**config.mk**
```make
export PLATFORM = sky130hd
export DESIGN_NAME = htwd_ram
export DESIGN_NICKNAME = d
export VERILOG_FILES = /design/src/htwd_ram.sv
export SDC_FILE = /design/constraint.sdc
export NUM_CORES = 1
export LEC_CHECK = 0
export BUFFER_PORTS_ARGS = -buffer_cell sky130_fd_sc_hd__clkbuf_2
export CORE_UTILIZATION = 55
export CTS_BUF_LIST = sky130_fd_sc_hd__clkbuf_16
export CTS_CLUSTER_SIZE = 28
export DETAILED_ROUTE_END_ITERATION = 12
export GPL_TIMING_DRIVEN = 1
export HOLD_SLACK_MARGIN = 0.1
export PLACE_DENSITY_LB_ADDON = 0.08
export SYNTH_ARGS = -nofsm -noshare
export SYNTH_HDL_FRONTEND = slang
export SYNTH_SLANG_ARGS = --single-unit
```
**constraint.sdc**
```tcl
create_clock -name clock -period 2.7 [get_ports clock]
set_input_delay 0.135 -clock clock [delete_from_list [all_inputs] [get_ports clock]]
set_output_delay 0.135 -clock clock [all_outputs]
set_load 0.03 [all_outputs]
```
**src/htwd_ram.sv**
```systemverilog
`timescale 1ns / 1ps
// htwd_ram: generic single write port, single read port ram with registered read
// no dependencies

module htwd_ram #(
   parameter int WIDTH = 8,
   parameter int DEPTH = 16
) (
   input  logic                     clock,
   input  logic                     wr_en,
   input  logic [$clog2(DEPTH)-1:0] wr_addr,
   input  logic [WIDTH-1:0]         wr_data,
   input  logic                     rd_en,
   input  logic [$clog2(DEPTH)-1:0] rd_addr,
   output logic [WIDTH-1:0]         rd_data
);

   logic [WIDTH-1:0] mem [DEPTH];
   logic [WIDTH-1:0] rd_data_ff;

   // write port
   always_ff @(posedge clock) begin
      if (wr_en) begin
         mem[wr_addr] <= wr_data;
      end
   end

   // registered read, held while not enabled
   always_ff @(posedge clock) begin
      if (rd_en) begin
         rd_data_ff <= mem[rd_addr];
      end
   end

   assign rd_data = rd_data_ff;

endmodule

```
Word-level counts from Yosys, hierarchy flattened
Memories as Yosys holds them, arrays and structs flattened. A register that Yosys moved wholly into a read port is not among the register bits.
Index checks and enable logic that the tools add are counted.
{"block": "word_totals", "reg_bits": 0, "ramBits": 128, "inputBits": 19, "out_inout_bits": 8, "n_memories": 1}
{"memory": "mem", "words": 16, "width": 8, "rd": 1, "rd_ports_with_merged_regs": 1, "wr": 1, "line": "18", "rtl": "logic [WIDTH-1:0] mem [DEPTH];"}
{"block": "classes", "n_mux": 2}
{"operator": "1-bit two-way mux", "n": 2}

Logic depth before layout (Yosys ltp)
{"block": "depth", "ltp_word": 2, "mapped_depth": 5, "depth_no_buf": 3}

Worst setup path before layout
No wires, ideal clock.
{"block": "synth_timing", "path_kind": "input port to flip-flop", "from": "input port wr_addr[2]", "to": "memory mem[0][0], enable pin", "setup_time_ns": 0.383, "arrival_ns": 1.245, "path_slack_ns": 1.072, "path_stages": 2, "n_path_buf": 0, "path_cell_list": "or3b_2 nor3_1"}
{"item": "start, declared", "line": "11", "rtl": "input logic [$clog2(DEPTH)-1:0] wr_addr,"}
{"item": "end, declared", "line": "18"}
Straight into the memory's write port.

==> results.yml <==
timing:
  fmax_ghz: 0.650
  rsz0062_at_grt: "no"
  period_share: 0.570
  tns_ns: 0
  setup_viol_count_final: 0
  slew_violations: 0
  hold_viol: 0
  setup_ws_ns: 1.16
  finClkSkew_ns: 0.00485
  worst_slew_pin_slew_ns: 0.883
  relSlewSlack: 0.409
  min_period_ns: 1.54
drt:
  dr.first_iter.drc_count: 164
  dr_total_vias: 2430
  first_pass_iters: 4
  final_antenna_net_count: 0
  post_drt_wl_per_cell_microns: 23.6
  route.detailed.drc: 0
  vias_per_cell: 5.83
  wl_microns: 9860
finish:
  diodes: 0
  syn_to_final_growth_pct: 17.2
  drive_above_1_share: 0.288
  final_util: 0.663
  design_area_sq_um: 6120
  fin_nets: 294
worst_hold_path:
  hold_class: "input pin to flop"
floorplan:
  rows: 35
  initial_utilization: 0.566
  die_h_microns: 99.5
  die_w_microns: 99.5
  fp.coreArea_sq_um: 9240
  die-area_sq_um: 9900
  boundaryPins: 27
synthesis:
  postSynthCellCount: 229
  synth_top_area_frac: 0.781
  post_synth.cell_area_avg_sq_um: 22.8
  synthTopCellsByArea: "edfxtp_1, mux4_2, mux4_1"
  synth_nets: 248
  yosysUniqueCellTypes: 18
  yosysTopAreaCell: "edfxtp_1"
  synthesis.area_sq_um: 5230
  yosysWarnings: 0
  ys_seq_elements: 136
  ys_seq_area_frac: 0.781
grt:
  grt_pass1_wl_microns: 15100
  grt_remaining_overflow: 0
  antenna_found_initial: 0
  first_global_vias: 2496
  grt_max_degree: 33
  grt_usage: 0.227
placement:
  dp.final_hpwl_microns: 6070
  port_buffers: 26
  routabilityCongestion: 0.694
  dpl_worst_slack_ns: 0.851
  place_area_sq_um: 5540
critical_path:
  r2r_start: "mem[9][2]$_DFFE_PP_"
  required_ns: 2.85
  crit_end: "rd_data[2]$_DFFE_PP_"
  critPathMaxFanout: 1
  crit_type: "flop to flop"
  end_kind: "flop"
  reg2reg_depth: 3
  startpoint: "mem[9][2]$_DFFE_PP_"
  arrival_ns: 1.69
  r2r_end: "rd_data[2]$_DFFE_PP_"
  regToRegSetupSlack_ns: 1.16
  cp-start-kind: "flop"
run:
  cap_violations: 0
pwr:
  power_leakage_nw: 2.06
  power_w: 0.00488
  vdd_drop_max_mv: 0.416
  powerDensity_nw_per_um2: 797
cts:
  clkTransAtPathRegs_ns: 0.06
  cts_setup_buffers: 0
  cts_tree: "yes"
  clock_latency_ns: 0.41
  cts_resized: 0
  numCtsBuffers: 17
  cts_num_sinks: 136
  clockBufferDepth: 2
  hold_buffers: 0
  cts-root-buf: "clkbuf_16"
  cts_max_level: 4
status:
  status: "complete, no violations"
-- worst max-delay path, cell delays in order, from the launching register on --
cell and delay (ns):
edfxtp_1 0.35, mux4_1 0.52, a22oi_1 0.33, nand2_1 0.09
-- final cells by class --
type                    count  area [sq um]
well taps                 129           161
clock buffers              17           425
flip-flops and latches    136          4080
repair buffers             37           238
clock inverters            15           159
fillers                   607          3120
multi-input cells          83          1060
-- routing by layer --
metal  GRT usage  wire, microns
met2       0.334           4660
met3      0.0534            607
met5           0              0
met1       0.336           4420
met4      0.0882            167
-- state kept, by name, indices dropped and copies added (netlist names) --
| register | flops |
|---|---|
| rd_data | 8 |
| mem | 128 |
-- where the power goes --
part           total [W]  internal [W]  switching [W]
combinational   0.000233     0.0000895       0.000143
sequential       0.00239       0.00238      0.0000117
clock            0.00226       0.00143       0.000826
total            0.00488       0.00390       0.000980
-- synthesized netlist by cell type, drive strengths merged --
library cell / n
and2b: 1
nand3b: 2
nor2b: 1
and2: 1
nand2: 9
mux4: 32
nor3: 4
a22oi: 16
edfxtp: 136
nor2: 13
nand3: 1
nand2b: 2
buf: 7
clkdlybuf4s25: 3
or3b: 1
-- kinds of logic (layout without fill, tap and decap cells) --
group / after synthesis / in the layout / synth area share
AO/OA/AOI/OAI: 16 / 16 / 0.0230
buffers and inverters: 10 / 69 / 0.0165
flip-flops: 136 / 136 / 0.781
multiplexers: 32 / 32 / 0.148
AND/OR/NAND/NOR: 35 / 35 / 0.0314
-- worst min path at each step --
stage | depth (start not counted) | startpoint | end
detailed placement | 1 | rd_en | rd_data[5]$_DFFE_PP_
floorplan | 0 | wr_data[0] | mem[0][0]$_DFFE_PP_
CTS | 1 | rd_en | rd_data[2]$_DFFE_PP_
finish | 1 | rd_en | rd_data[2]$_DFFE_PP_
global placement | 1 | wr_data[7] | mem[7][7]$_DFFE_PP_
global route | 1 | rd_en | rd_data[2]$_DFFE_PP_
-- cell usage in the layout, fill, tap and decap left out, types with 2 or more instances in the layout --
master and n:
nand2_1 9, nor2_1 13, nor3_1 4, clkinvlp_4 3, buf_4 9, nand3b_1 2, clkbuf_2 26, buf_12 2
a22oi_1 16, clkinv_2 2, nand2b_1 2, mux4_1 14, clkbuf_16 17, bufinv_16 3, edfxtp_1 136, mux4_2 18
clkinv_1 4
-- per-stage QoR --
| stage | hold slack (ns) | instances |
|---|---|---|
| after CTS | 0.129 | 417 |
| after floorplan | 0.234 | 229 |
| final | 0.133 | 417 |
| after global routing | 0.136 | 417 |
| after detailed placement | 0.557 | 385 |
| after global placement | 0.558 | 385 |
Note: power is estimated with default switching activity, not from simulation.
